`config.mk`:
```
export PLATFORM = sky130hd
export DESIGN_NAME = aabb_pair_collision_resolve
export DESIGN_NICKNAME = d
export VERILOG_FILES = /design/src/rtl/core/aabb_pcr_pkg.sv /design/src/rtl/core/aabb_pair_collision_resolve.sv /design/src/rtl/core/aabb_pcr_resolve.sv
export VERILOG_INCLUDE_DIRS = /design/src /design/src/rtl/core
export SDC_FILE = /design/constraint.sdc
export NUM_CORES = 1
export LEC_CHECK = 0
export ABC_CLOCK_PERIOD_IN_PS = 12000
export BUFFER_PORTS_ARGS = -buffer_cell sky130_fd_sc_hd__buf_2
export CAP_MARGIN = 20
export CORE_ASPECT_RATIO = 0.9
export CORE_UTILIZATION = 50
export DETAILED_ROUTE_END_ITERATION = 16
export PLACE_DENSITY = 0.67
export SETUP_SLACK_MARGIN = 0.15
export SLEW_MARGIN = 20
export SYNTH_ARGS = -nofsm -noshare
export SYNTH_HDL_FRONTEND = slang
export SYNTH_HIERARCHICAL = 1
export SYNTH_SLANG_ARGS = --single-unit
```
`constraint.sdc`:
```
create_clock -name clk_i -period 12 [get_ports clk_i]
set_clock_uncertainty 0.15 [all_clocks]
set_input_delay 0 -clock clk_i [delete_from_list [all_inputs] [get_ports clk_i]]
set_output_delay 0 -clock clk_i [all_outputs]
set_load 0.01 [all_outputs]
```
`src/rtl/core/aabb_pair_collision_resolve_defines.svh`:
```
// Assertion macros shared by the box pair collision RTL.
// Included by modules that carry concurrent assertions; no other dependencies.
`ifndef AABB_PAIR_COLLISION_RESOLVE_DEFINES_SVH
`define AABB_PAIR_COLLISION_RESOLVE_DEFINES_SVH

// Property on clk_i, disabled while rst_ni is low.
`define AABB_PCR_ASSERT(label, prop, msg) \
  label: assert property (@(posedge clk_i) disable iff (!rst_ni) prop) else $error(msg);

// Same, with explicit clock and active-low reset.
`define AABB_PCR_ASSERT_CLK(label, clk, rstn, prop, msg) \
  label: assert property (@(posedge clk) disable iff (!rstn) prop) else $error(msg);

`endif

```
`src/rtl/core/aabb_pcr_pkg.sv`:
```
// Package for the box pair collision resolver: default coordinate width and
// the flag structs passed between the top level and the resolve logic.
package aabb_pcr_pkg;

  localparam int unsigned CoordBitsDefault = 16;

  typedef struct packed {
    logic solid;
    logic movable;
  } box_flags_t;

  typedef struct packed {
    logic overlapping;
    logic a_clear_vy;
    logic b_clear_vy;
    logic a_grounded_set;
    logic b_grounded_set;
  } res_flags_t;

endpackage

```
`src/rtl/core/aabb_pair_collision_resolve.sv`:
```
// Top level of the box pair collision resolver: input register, resolve logic,
// result register. Depends on aabb_pcr_pkg, aabb_pcr_resolve and the defines header.
//
// One box pair is accepted per transaction and one result comes back for each.
// The block takes a new pair every cycle while the output is not stalled; the result
// reaches the output after passing the input register and then the result register,
// around a single combinational resolve pass. Output stalls hold the result
// register and back-pressure the input once the input register is also full.
module aabb_pair_collision_resolve import aabb_pcr_pkg::*; #(
  parameter int unsigned COORD_BITS = CoordBitsDefault
) (
  input  logic                         clk_i,
  input  logic                         rst_ni,
  input  logic                         in_valid_i,
  output logic                         in_ready_o,
  input  logic signed [COORD_BITS-1:0] a_x_i,
  input  logic signed [COORD_BITS-1:0] a_y_i,
  input  logic        [COORD_BITS-2:0] a_width_i,
  input  logic        [COORD_BITS-2:0] a_height_i,
  input  logic                         a_solid_i,
  input  logic                         a_movable_i,
  input  logic signed [COORD_BITS-1:0] b_x_i,
  input  logic signed [COORD_BITS-1:0] b_y_i,
  input  logic        [COORD_BITS-2:0] b_width_i,
  input  logic        [COORD_BITS-2:0] b_height_i,
  input  logic                         b_solid_i,
  input  logic                         b_movable_i,
  output logic                         out_valid_o,
  input  logic                         out_ready_i,
  output logic                         overlapping_o,
  output logic signed [COORD_BITS-1:0] new_a_x_o,
  output logic signed [COORD_BITS-1:0] new_a_y_o,
  output logic signed [COORD_BITS-1:0] new_b_x_o,
  output logic signed [COORD_BITS-1:0] new_b_y_o,
  output logic                         a_clear_vy_o,
  output logic                         b_clear_vy_o,
  output logic                         a_grounded_set_o,
  output logic                         b_grounded_set_o
);

  `include "aabb_pair_collision_resolve_defines.svh"

  logic in_valid_q, out_valid_q;
  logic in_en, out_en;
  logic res_push_vy;

  logic signed [COORD_BITS-1:0] a_x_q, a_y_q, b_x_q, b_y_q;
  logic        [COORD_BITS-2:0] a_w_q, a_h_q, b_w_q, b_h_q;
  box_flags_t                   a_flags_q, b_flags_q;

  logic signed [COORD_BITS-1:0] nax_d, nay_d, nbx_d, nby_d;
  logic signed [COORD_BITS-1:0] nax_q, nay_q, nbx_q, nby_q;
  res_flags_t                   flags_d, flags_q;

  assign out_en     = !out_valid_q || out_ready_i;
  assign in_ready_o = !in_valid_q || out_en;
  assign in_en      = in_valid_i && in_ready_o;

  always_ff @(posedge clk_i or negedge rst_ni) begin
    if (!rst_ni) begin
      in_valid_q  <= 1'b0;
      out_valid_q <= 1'b0;
    end else begin
      if (in_ready_o) begin
        in_valid_q <= in_valid_i;
      end
      if (out_en) begin
        out_valid_q <= in_valid_q;
      end
    end
  end

  always_ff @(posedge clk_i) begin
    if (in_en) begin
      a_x_q     <= a_x_i;
      a_y_q     <= a_y_i;
      a_w_q     <= a_width_i;
      a_h_q     <= a_height_i;
      a_flags_q <= '{solid: a_solid_i, movable: a_movable_i};
      b_x_q     <= b_x_i;
      b_y_q     <= b_y_i;
      b_w_q     <= b_width_i;
      b_h_q     <= b_height_i;
      b_flags_q <= '{solid: b_solid_i, movable: b_movable_i};
    end
  end

  aabb_pcr_resolve #(
    .COORD_BITS(COORD_BITS)
  ) u_resolve (
    .a_x_i      (a_x_q),
    .a_y_i      (a_y_q),
    .a_width_i  (a_w_q),
    .a_height_i (a_h_q),
    .a_flags_i  (a_flags_q),
    .b_x_i      (b_x_q),
    .b_y_i      (b_y_q),
    .b_width_i  (b_w_q),
    .b_height_i (b_h_q),
    .b_flags_i  (b_flags_q),
    .new_a_x_o  (nax_d),
    .new_a_y_o  (nay_d),
    .new_b_x_o  (nbx_d),
    .new_b_y_o  (nby_d),
    .flags_o    (flags_d)
  );

  always_ff @(posedge clk_i) begin
    if (out_en && in_valid_q) begin
      nax_q   <= nax_d;
      nay_q   <= nay_d;
      nbx_q   <= nbx_d;
      nby_q   <= nby_d;
      flags_q <= flags_d;
    end
  end

  assign out_valid_o      = out_valid_q;
  assign overlapping_o    = flags_q.overlapping;
  assign new_a_x_o        = nax_q;
  assign new_a_y_o        = nay_q;
  assign new_b_x_o        = nbx_q;
  assign new_b_y_o        = nby_q;
  assign a_clear_vy_o     = flags_q.a_clear_vy;
  assign b_clear_vy_o     = flags_q.b_clear_vy;
  assign a_grounded_set_o = flags_q.a_grounded_set;
  assign b_grounded_set_o = flags_q.b_grounded_set;

  assign res_push_vy = out_valid_o && (a_clear_vy_o || b_clear_vy_o);

  `AABB_PCR_ASSERT(a_one_box_moved, out_valid_o |-> !(a_clear_vy_o && b_clear_vy_o), "both pushed")
  `AABB_PCR_ASSERT(a_flags_need_hit, res_push_vy |-> overlapping_o, "push flag without overlap")
  `AABB_PCR_ASSERT(a_ground_a, out_valid_o && a_grounded_set_o |-> a_clear_vy_o, "A not pushed")
  `AABB_PCR_ASSERT(a_ground_b, out_valid_o && b_grounded_set_o |-> b_clear_vy_o, "B not pushed")
  `AABB_PCR_ASSERT(a_pipe_advance, (in_valid_q && out_en) |=> out_valid_o, "transaction lost")

endmodule

```
`src/rtl/core/aabb_pcr_resolve.sv`:
```
// Combinational overlap test and minimum-axis push-out for one box pair.
// Depends on aabb_pcr_pkg for the flag structs.
module aabb_pcr_resolve import aabb_pcr_pkg::*; #(
  parameter int unsigned COORD_BITS = CoordBitsDefault
) (
  input  logic signed [COORD_BITS-1:0] a_x_i,
  input  logic signed [COORD_BITS-1:0] a_y_i,
  input  logic        [COORD_BITS-2:0] a_width_i,
  input  logic        [COORD_BITS-2:0] a_height_i,
  input  box_flags_t                   a_flags_i,
  input  logic signed [COORD_BITS-1:0] b_x_i,
  input  logic signed [COORD_BITS-1:0] b_y_i,
  input  logic        [COORD_BITS-2:0] b_width_i,
  input  logic        [COORD_BITS-2:0] b_height_i,
  input  box_flags_t                   b_flags_i,
  output logic signed [COORD_BITS-1:0] new_a_x_o,
  output logic signed [COORD_BITS-1:0] new_a_y_o,
  output logic signed [COORD_BITS-1:0] new_b_x_o,
  output logic signed [COORD_BITS-1:0] new_b_y_o,
  output res_flags_t                   flags_o
);

  localparam int unsigned W = COORD_BITS;
  localparam int unsigned E = COORD_BITS + 3;
  localparam int unsigned Pad = E - (COORD_BITS - 1);

  localparam logic signed [E-1:0] CoordMax = E'(signed'({1'b0, {(W-1){1'b1}}}));
  localparam logic signed [E-1:0] CoordMin = E'(signed'({1'b1, {(W-1){1'b0}}}));

  function automatic logic signed [W-1:0] sat(input logic signed [E-1:0] v);
    logic signed [W-1:0] r;
    if (v > CoordMax) begin
      r = CoordMax[W-1:0];
    end else if (v < CoordMin) begin
      r = CoordMin[W-1:0];
    end else begin
      r = v[W-1:0];
    end
    return r;
  endfunction

  logic signed [E-1:0] ax, ay, bx, by;
  logic signed [E-1:0] aw, ah, bw, bh;
  logic signed [E-1:0] a_r, a_b, b_r, b_b;
  logic signed [E-1:0] min_r, max_l, min_b, max_t;
  logic signed [E-1:0] ox, oy;
  logic signed [E-1:0] nax, nay, nbx, nby;
  logic                hit, push, push_x, a_left, a_above;
  logic                am, bm;

  assign ax = E'(a_x_i);
  assign ay = E'(a_y_i);
  assign bx = E'(b_x_i);
  assign by = E'(b_y_i);
  assign aw = signed'({{Pad{1'b0}}, a_width_i});
  assign ah = signed'({{Pad{1'b0}}, a_height_i});
  assign bw = signed'({{Pad{1'b0}}, b_width_i});
  assign bh = signed'({{Pad{1'b0}}, b_height_i});

  assign a_r = ax + aw;
  assign a_b = ay + ah;
  assign b_r = bx + bw;
  assign b_b = by + bh;

  assign hit = (ax < b_r) && (a_r > bx) && (ay < b_b) && (a_b > by);
  assign push = hit && (a_flags_i.solid || b_flags_i.solid);

  assign min_r = (a_r < b_r) ? a_r : b_r;
  assign max_l = (ax > bx) ? ax : bx;
  assign min_b = (a_b < b_b) ? a_b : b_b;
  assign max_t = (ay > by) ? ay : by;
  assign ox = min_r - max_l;
  assign oy = min_b - max_t;

  assign push_x  = ox < oy;
  assign a_left  = ax < bx;
  assign a_above = ay < by;
  assign am = a_flags_i.movable;
  assign bm = b_flags_i.movable;

  always_comb begin
    nax = ax;
    nay = ay;
    nbx = bx;
    nby = by;
    flags_o = '0;
    flags_o.overlapping = hit;
    if (push) begin
      if (push_x) begin
        if (am) begin
          nax = a_left ? ax - ox : ax + ox;
        end else if (bm) begin
          nbx = a_left ? bx + ox : bx - ox;
        end
      end else begin
        if (am) begin
          nay = a_above ? ay - oy : ay + oy;
          flags_o.a_clear_vy = 1'b1;
          flags_o.a_grounded_set = a_above && !bm;
        end else if (bm) begin
          nby = a_above ? by + oy : by - oy;
          flags_o.b_clear_vy = 1'b1;
          flags_o.b_grounded_set = a_above;
        end
      end
    end
  end

  assign new_a_x_o = sat(nax);
  assign new_a_y_o = sat(nay);
  assign new_b_x_o = sat(nbx);
  assign new_b_y_o = sat(nby);

endmodule

```
==> results of run 1 <==
[state kept, by name, indices dropped and copies added (netlist names)]
name / count
a_clear_vy_o: 1
a_flags_q: 2
a_grounded_set_o: 1
a_h_q: 15
a_w_q: 15
a_x_q: 16
a_y_q: 16
b_clear_vy_o: 1
b_flags_q: 2
b_grounded_set_o: 1
b_h_q: 15
b_w_q: 15
b_x_q: 16
b_y_q: 16
in_valid_q: 1
new_a_x_o: 16
new_a_y_o: 16
new_b_x_o: 16
new_b_y_o: 16
out_valid_o: 1
overlapping_o: 1
[power by group through the flow]
stage          clock (W)  combinational (W)  sequential, W
2_1_floorplan          0            0.00362       0.000894
3_3_place_gp           0            0.00442       0.000904
3_5_place_dp           0            0.00454       0.000905
4_1_cts         0.000579            0.00461       0.000890
5_1_grt         0.000602            0.00518       0.000896
6_report        0.000567            0.00469       0.000891
[area by class of cell]
type | instances | area [sq um]
fill | 3380 | 15900
inverter | 169 | 634
sequential | 199 | 5970
tap | 532 | 666
multi-input combinational | 1724 | 13500
clock buffer | 19 | 433
clock inverter | 12 | 130
timing repair buffer | 352 | 2470
[cells in the mapped netlist, types with 31 or more instances]
cell | instances | area [sq um]
nand3_1 | 40 | 200
a21oi_1 | 146 | 731
xnor2_1 | 96 | 841
nor3_1 | 31 | 155
edfxtp_1 | 197 | 5920
nor2b_1 | 38 | 238
xor2_1 | 61 | 534
o21a_1 | 39 | 293
o21ai_0 | 148 | 741
ha_1 | 308 | 3850
nand2_1 | 99 | 372
a21o_1 | 69 | 518
mux2i_1 | 109 | 1090
inv_1 | 169 | 634
nor2_1 | 140 | 526
[stage by stage]
| step | total power, W | setup slack, ps | cells | area (sq um) | utilization |
|---|---|---|---|---|---|
| after floorplan | 0.00451 | 1980 | 2129 | 20300 | - |
| after global placement | 0.00532 | 1300 | 2843 | 21900 | 0.552 |
| after detailed placement | 0.00545 | 1000 | 2843 | 21900 | 0.552 |
| after CTS | 0.00607 | 953 | 3007 | 23800 | 0.600 |
| after global routing | 0.00667 | 206 | 3007 | 23800 | 0.600 |
| final | 0.00615 | 1000 | 3007 | 23800 | 0.600 |
[worst max-delay path: cells and delay by family (launching register included)]
family | cells | cell delay, ps
adder cells (fa/ha/maj) | 4 | 1500
XOR/XNOR | 3 | 1040
flip-flops | 1 | 520
AND/OR/NAND/NOR | 4 | 600
AO/OA/AOI/OAI | 25 | 6210
buffers and inverters | 1 | 180
multiplexers | 1 | 430
[repair_timing]
item | 4_1_cts | 5_1_grt
setup buffers | 0 | 0
endpoints found under the hold margin | 132 | 0
gates resized for setup | 0 | 1
endpoints found under the setup margin | 0 | 15
hold buffers | 133 | 0
[final timing paths]
path / from / to / cells past startpoint
setup / recovery: a_x_q[1] / new_b_x_o[2] / 38
hold / removal: b_width_i[0] / b_w_q[0] / 2
setup reg to reg: a_x_q[1] / new_b_x_o[2] / 38
hold reg to reg: in_valid_q / out_valid_o / 1
max in group asynchronous: rst_ni / out_valid_o / 3
min in group asynchronous: rst_ni / in_valid_q / 3
[metal layers]
| metal | track usage | vias to the layer above | wire length [um] |
|---|---|---|---|
| li1 | - | 8662 | - |
| met1 | 0.415 | 8419 | 29200 |
| met2 | 0.410 | 578 | 24100 |
| met3 | 0.0430 | 50 | 3730 |
| met4 | 0.0695 | 2 | 892 |
| met5 | 0 | - | 18 |
[logic make-up after synthesis]
kind of cell,after synthesis,synth area share
AOI/OAI and AO/OA,617,0.200
xor gates and xnor gates,162,0.0731
adders and majority gates,319,0.201
buffers and inverters,206,0.0401
DFF,199,0.294
muxes,124,0.0622
and+or+nand+nor,502,0.130
==> key figures, run 1 <==
Setup path
  • Worst Setup Start Kind: register
  • Arr. time, crit path: 11010 ps
  • CP max stage cell: a31oi_2
  • CP max FO: 15
  • Flop2flop setup slack: 1000 ps
  • Crit path capture type: register
  • Setup CP Type: register to register
  • CP max stage delay: 660 ps
  • Most used cell, CP: o21ai_0
  • Worst EP required: 12010 ps

Clock network
  • Num CTS Buffers: 17
  • Clk buf depth: 2
  • Clock sink count: 199
  • H-tree level count: 4
  • Clock tree from TritonCTS: done
  • Root buf cell: clkbuf_16
  • Clock latency on the worst-skew pair: 480 ps
  • Clk slew on worst S/H paths: 80 ps

Global routing
  • Largest net degree at the start of global routing: 70
  • Number of global-route vias before repair: 16600
  • Total Routing Usage GR: 0.276
  • Global-route wire length before repair: 88600 um
  • Antenna violations before repair: 2
  • GRT Residual Overflow: 0

Timing
  • Hold Vio Cnt, Final: 0
  • Hold slack: 72.6 ps
  • Final period util: 0.917
  • Worst slew margin: 0.238
  • Post-route setup TNS: 0 ps
  • Final setup vio count: 0
  • Slew @ Worst Pin: 1140 ps
  • Slew Viols, Final: 0
  • Min Tclk post-route: 11000 ps
  • RSZ-0062 raised after global routing: no
  • Highest Clock Rate: 90.9 MHz

Die
  • DIE WIDTH: 214 um
  • Initial Utilization: 0.510
  • # rows: 69
  • Die area: 41300 sq um
  • IO Pins: 203
  • Die Ht: 193 um
  • Core Area: 39700 sq um

Synth
  • Count of cell types in the netlist: 104
  • Top_reg_cell synth: edfxtp_1
  • Cells after Synth: 2129
  • Post-synth EDFFs: 197
  • Yosys warnings: 6
  • Mapped Nets: 2579
  • Syn avg cell area: 9.52 sq um
  • Fraction of registers with async set/reset: 0.0101
  • Synthesized flop and latch total: 199
  • Seq/Total Area, Yosys: 0.294
  • Cell area after synthesis: 20300 sq um

Layout
  • Most frequent cells in the layout: 308 x ha_1, 202 x buf_2, 197 x edfxtp_1
  • Share of cells above drive strength 1: 0.124
  • Syn-to-layout area delta: 17.6%
  • Final nets: 2913
  • Most common cell after layout, fill and taps aside: ha_1
  • Antenna fix cells: 0

Detailed routing
  • Initial DRC Count: 1265
  • Via count: 17700
  • Routed len/inst: 19.3 um
  • DR pass1 iterations: 5
  • Detailed-route DRC error count: 0
  • Vias per std cell: 5.89
  • DRT antenna net count: 0
  • Routed wire length: 58000 um

Outcome
  • Status: finished, final reports clean

Power
  • Psw: 0.00300 W
  • Sw Share: 0.488
  • Clk network pwr share: 0.092
  • Comb power frac: 0.763
  • Peak ir drop on the vdd network: 0.138 mV
  • Sequential power share: 0.145
  • Int Power: 0.00315 W
  • LEAKAGE: 10.5 nW
  • PwrDens: 258 nW/um^2

Place
  • IO buf count: 202
  • Routability Congestion: 0.889
  • Detailed placer's ending HPWL: 46300 um

Job
  • Number of max-cap violations: 0

Hold path
  • Worst hold path type: input port to register
Power figures use the tool's default switching activity.
==> run 2: changes to the inputs <==
- CORE_ASPECT_RATIO: 0.9 -> unset
==> run 2 against run 1 <==
  * Critical path depth did not move
  * Clock power down 3%
  * Core utilization down 0.13 points
  * Setup slack got worse by 210 ps
  * Die area hardly changed
  * Combinational power up 2%
  * Clock-buffer cell count stayed put
  * Total power increased by 1.3%
  * Critical endpoint is now new_a_x_o[0]
  * Largest power group unchanged
==> key figures, run 2 (synthesis gave the netlist of run 1 again) <==
Outcome
  • Status: finished, final reports clean

Setup path
  • Worst EP required: 12050 ps (+40 ps)
  • CP max FO: 14 (-1)
  • Worst Setup Start Kind: register
  • CP top delay family: compound AO/OA/AOI/OAI gates
  • CP max stage cell: nor2_1
  • CP max stage delay: 700 ps (+40 ps)
  • Setup CP Type: register to register
  • Most used cell, CP: o21ai_0
  • Crit path buf inv count: 3 (+2)
  • Arr. time, crit path: 11250 ps (+240 ps)
  • Crit path capture type: register

Layout
  • Final nets: 2917 (+0.14%)
  • Syn-to-layout area delta: 17.7% (about the same)
  • Fillers: 3531 (+4.5%)
  • Final core occ: 0.599 (-0.00125)
  • Share of cells above drive strength 1: 0.127 (+0.00338)
  • Most frequent cells in the layout: 308 x ha_1, 202 x buf_2, 197 x edfxtp_1
  • Most common cell after layout, fill and taps aside: ha_1

Job
  • Number of max-cap violations: 0 (unchanged)

Timing
  • Final setup vio count: 0 (unchanged)
  • Worst slew margin: 0.301 (+0.0628)
  • Slew @ Worst Pin: 1050 ps (-92.9 ps)
  • RSZ-0062 raised after global routing: no
  • Final period util: 0.934 (+0.0172)
  • Hold Vio Cnt, Final: 0 (unchanged)
  • Slew Viols, Final: 0 (unchanged)
  • Min Tclk post-route: 11210 ps (+207 ps)
  • Highest Clock Rate: 89.2 MHz (-1.8%)
  • Post-route setup TNS: 0 ps (unchanged)

Global routing
  • Largest net degree at the start of global routing: 70 (unchanged)
  • Number of global-route vias before repair: 16900 (+1.9%)
  • Antenna violations before repair: 0 (-2)
  • Global-route wire length before repair: 93500 um (+5.5%)
  • GRT Residual Overflow: 0 (unchanged)
  • Total Routing Usage GR: 0.296 (+0.0198)

Clock network
  • Clock sink count: 199 (unchanged)
  • Num CTS Buffers: 17 (unchanged)
  • Clock tree from TritonCTS: done
  • Clock latency on the worst-skew pair: 490 ps (about the same)
  • H-tree level count: 4 (unchanged)
  • Clk slew on worst S/H paths: 80 ps (about the same)
  • Root buf cell: clkbuf_16
  • Clk buf depth: 2 (unchanged)

Die
  • Initial Utilization: 0.509 (-0.00141)
  • # rows: 73 (+5.8%)
  • Die Ht: 203 um (+5.4%)
  • IO Pins: 203 (unchanged)
  • Core Area: 39800 sq um (+0.28%)
  • Die area: 41300 sq um (about the same)
  • DIE WIDTH: 203 um (-5.1%)

Power
  • Int Power: 0.00312 W (-1.0%)
  • Peak ir drop on the vdd network: 0.153 mV (+11%)
  • Sw Share: 0.500 (+0.0119)
  • Clk network pwr share: 0.089 (-0.003)
  • Sequential power share: 0.142 (-0.003)
  • Psw: 0.00311 W (+3.8%)
  • PwrDens: 261 nW/um^2 (+1.3%)
  • Comb power frac: 0.769 (+0.006)
  • LEAKAGE: 10.5 nW (+0.23%)

Place
  • Routability Congestion: 0.972 (+9.4%)
  • Detailed placer's ending HPWL: 48100 um (+3.9%)
  • IO buf count: 202 (unchanged)

Detailed routing
  • Routed len/inst: 20.4 um (+5.6%)
  • Vias per std cell: 5.93 (+0.76%)
  • DR pass1 iterations: 5 (unchanged)
  • Initial DRC Count: 1296 (+2.5%)
  • Detailed-route DRC error count: 0 (unchanged)
  • Routed wire length: 61300 um (+5.6%)
  • DRT antenna net count: 0 (unchanged)
  • Via count: 17800 (+0.72%)

Hold path
  • Worst hold path type: input port to register
[run 2: cell count changes in the layout (fill, tap and decap cells not counted), moves of 2 or more]
cell | before | now
inv_6 | 1 | 5
inv_8 | 0 | 2
buf_4 | 17 | 21
clkinvlp_4 | 3 | 1
clkinv_1 | 2 | 0
bufinv_16 | 2 | 0
[run 2: routing by layer]
metal | wire length (um) | GRT usage | vias up | part of all wire
met5 | 0 | 0 | - | 0
met4 | 1280 | 0.0937 | 0 | 0.021
met3 | 3360 | 0.0403 | 72 | 0.055
met2 | 26900 | 0.458 | 595 | 0.44
met1 | 29800 | 0.425 | 8492 | 0.49
li1 | - | - | 8680 | -
[run 2: power groups by stage]
stage | sequential, W | combinational [W] | clock (W)
after floorplan | 0.000894 | 0.00362 | 0
after global placement | 0.000901 | 0.00452 | 0
after detailed placement | 0.000901 | 0.00464 | 0
after CTS | 0.000886 | 0.00470 | 0.000570
after global routing | 0.000891 | 0.00527 | 0.000589
final | 0.000886 | 0.00479 | 0.000552
[run 2: final cells by class]
| class | count | area (sq um) | area share |
|---|---|---|---|
| antenna | 1 | 2.50 | 0.000105 |
| clock buffer | 19 | 433 | 0.0182 |
| clock inverter | 13 | 110 | 0.00462 |
| inverter | 169 | 634 | 0.0266 |
| multi-input combinational | 1724 | 13500 | 0.568 |
| sequential | 199 | 5970 | 0.250 |
| tap | 525 | 657 | 0.0276 |
| timing repair buffer | 356 | 2500 | 0.105 |
[run 2: metrics by stage]
step	hold slack [ps]	area [sq um]	setup slack (ps)	std cells	total power, W
global route	34.4	23800	158	3005	0.00675
floorplan	-446	20300	1980	2129	0.00451
global placement	-365	21900	1040	2838	0.00543
detailed placement	-360	21900	708	2838	0.00554
CTS	11.3	23800	632	3003	0.00616
finish	55.3	23800	794	3006	0.00623
[run 2: final timing paths]
check / start / endpoint / depth (start not counted) / slack (ps)
worst max-delay path: b_x_q[0] / new_a_x_o[0] / 38 / 790
worst min-delay path: b_y_i[5] / b_y_q[5] / 2 / 60
worst max register to register: b_x_q[0] / new_a_x_o[0] / 38 / 790
worst min register to register: b_flags_q[0] / a_grounded_set_o / 1 / 410
max in group asynchronous: rst_ni / in_valid_q / 3 / 11380
min in group asynchronous: rst_ni / in_valid_q / 3 / 200
[run 2: timing repair]
action,4_1_cts,5_1_grt
setup endpoints to repair,0,30
hold endpoints to repair,132,0
hold buffers,133,0
resized for setup,0,3
buffers inserted,0,2
==> run 3: changes to the inputs <==
- CORE_UTILIZATION: 50 -> 35
- PLACE_DENSITY: 0.67 -> 0.5
==> run 3 against run 2 <==
  * Critical path depth increased by 6
  * Largest power group unchanged
  * Total power increased by 1.8%
  * Non-clock buffer count increased by 19
==> key figures, run 3 (synthesis gave the netlist of run 1 again) <==
Power
  • PwrDens: 260 nW/um^2 (-0.66%)
  • Int Power: 0.00318 W (+1.9%)
  • Comb power frac: 0.760 (-0.009)
  • Peak ir drop on the vdd network: 0.163 mV (+6.4%)
  • Sequential power share: 0.140 (-0.002)
  • Clk network pwr share: 0.100 (+0.011)
  • LEAKAGE: 10.7 nW (+1.2%)
  • Sw Share: 0.499 (-0.000680)
  • Psw: 0.00316 W (+1.7%)

Die
  • # rows: 87 (+19%)
  • Die area: 58900 sq um (+42%)
  • DIE WIDTH: 243 um (+19%)
  • Initial Utilization: 0.357 (-0.152)
  • IO Pins: 203 (unchanged)
  • Die Ht: 243 um (+19%)
  • Core Area: 56800 sq um (+43%)

Global routing
  • Largest net degree at the start of global routing: 70 (unchanged)
  • Total Routing Usage GR: 0.220 (-0.0760)
  • Global-route wire length before repair: 98700 um (+5.6%)
  • Antenna violations before repair: 0 (unchanged)
  • GRT Residual Overflow: 0 (unchanged)
  • Number of global-route vias before repair: 16800 (-0.56%)

Clock network
  • Clock latency on the worst-skew pair: 520 ps (+30 ps)
  • Clk buf depth: 2 (unchanged)
  • Clk slew on worst S/H paths: 90 ps (about the same)
  • Clock sink count: 199 (unchanged)
  • Num CTS Buffers: 17 (unchanged)
  • Root buf cell: clkbuf_16
  • H-tree level count: 4 (unchanged)
  • Clock tree from TritonCTS: done

Place
  • Routability Congestion: 0.948 (-2.6%)
  • Detailed placer's ending HPWL: 52200 um (+8.6%)
  • IO buf count: 202 (unchanged)

Timing
  • Highest Clock Rate: 88.9 MHz (-0.43%)
  • Slew Viols, Final: 0 (unchanged)
  • Post-route setup TNS: 0 ps (unchanged)
  • RSZ-0062 raised after global routing: no
  • Final period util: 0.938 (+0.00400)
  • Final setup vio count: 0 (unchanged)
  • Worst slew margin: 0.235 (-0.0663)
  • Slew @ Worst Pin: 1150 ps (+99.4 ps)
  • Min Tclk post-route: 11250 ps (+48.0 ps)
  • Hold Vio Cnt, Final: 0 (unchanged)
  • Hold slack: 34.6 ps (-20.7 ps)

Layout
  • Most frequent cells in the layout: 308 x ha_1, 202 x buf_2, 197 x edfxtp_1
  • Area occupied by multi-input gates: 13600 sq um (+0.27%)
  • Syn-to-layout area delta: 20.6%
  • Sequential cell area: 5970 sq um (unchanged)
  • Share of cells above drive strength 1: 0.133 (+0.00584)
  • Final nets: 2936 (+0.65%)
  • Most common cell after layout, fill and taps aside: ha_1
  • Fillers: 5548 (+57%)

Outcome
  • Status: finished, final reports clean

Setup path
  • Setup CP Type: register to register
  • Worst EP required: 12090 ps (+40 ps)
  • Worst Setup Start Kind: register
  • CP max stage delay: 540 ps (-160 ps)
  • Crit path capture type: register
  • Arr. time, crit path: 11350 ps (+100 ps)
  • CP top delay family: compound AO/OA/AOI/OAI gates
  • Crit path buf inv count: 5 (+2)
  • CP max stage cell: edfxtp_1
  • CP max FO: 15 (+1)

Detailed routing
  • Via count: 17500 (-1.8%)
  • Routed len/inst: 19.9 um (-2.2%)
  • Initial DRC Count: 1235 (-4.7%)
  • DR pass1 iterations: 5 (unchanged)
  • Detailed-route DRC error count: 0 (unchanged)
  • DRT antenna net count: 0 (unchanged)
  • Routed wire length: 64900 um (+6.0%)
  • Vias per std cell: 5.38 (-9.4%)

Job
  • Number of max-cap violations: 0 (unchanged)

Hold path
  • Worst hold path type: input port to register
## run 3: power groups by stage
| stage | clock network, W | logic, W | registers [W] |
|---|---|---|---|
| floorplan | 0 | 0.00362 | 0.000894 |
| global placement | 0 | 0.00462 | 0.000902 |
| detailed placement | 0 | 0.00470 | 0.000903 |
| CTS | 0.000658 | 0.00477 | 0.000888 |
| global route | 0.000682 | 0.00535 | 0.000892 |
| finish | 0.000637 | 0.00482 | 0.000885 |
## run 3: timing repair
action / in CTS / in global routing
resized for setup: 1 / 9
endpoints found under the setup margin: 11 / 44
pin swaps: 0 / 0
hold buffers: 142 / 0
hold endpoints to repair: 132 / 0
buffers inserted: 0 / 6
## run 3: worst register-to-register path, delay by kind of cell (launching register included)
| family | cells | cell delay, ps |
|---|---|---|
| simple gates | 12 | 2670 |
| mux | 1 | 270 |
| buf+inv | 5 | 720 |
| xor+xnor | 2 | 710 |
| flops | 1 | 540 |
| fa+ha+maj | 5 | 1480 |
| compound gates | 19 | 4420 |
## run 3: routing by layer
metal  up-vias  global-route usage  wire (um)
met5         -                   0          0
met4         0              0.0538        856
met3        36              0.0276       2680
met2       382               0.346      28900
met1      8389               0.317      32400
li1       8707                   -          -
## run 3: final cells by class
type,instances,area share
repair buffers,375,0.110
flip-flops and latches,199,0.244
multi-input cells,1724,0.556
diodes,2,0.000205
well taps,756,0.0387
clock inverters,15,0.00825
clock buffers,17,0.0174
inverters,169,0.0260
## run 3: per-stage QoR
stage | setup slack [ps] | utilization | cell area [sq um] | cells | power [W]
2_1_floorplan | 1980 | - | 20300 | 2129 | 0.00451
3_3_place_gp | 236 | 0.392 | 22300 | 3075 | 0.00553
3_5_place_dp | 146 | 0.392 | 22300 | 3075 | 0.00560
4_1_cts | 227 | 0.428 | 24300 | 3249 | 0.00631
5_1_grt | 185 | 0.430 | 24400 | 3255 | 0.00693
6_report | 746 | 0.430 | 24400 | 3257 | 0.00634
## run 3: worst paths after layout
kind | cells past startpoint | start | endpoint | slack (ps)
min in group asynchronous | 3 | rst_ni | in_valid_q | 190
worst max register to register | 44 | b_y_q[0] | new_a_y_o[1] | 750
max in group asynchronous | 3 | rst_ni | out_valid_o | 11390
worst max-delay path | 44 | b_y_q[0] | new_a_y_o[1] | 750
worst min-delay path | 2 | b_y_i[3] | b_y_q[3] | 30
worst min register to register | 1 | b_flags_q[0] | a_grounded_set_o | 410
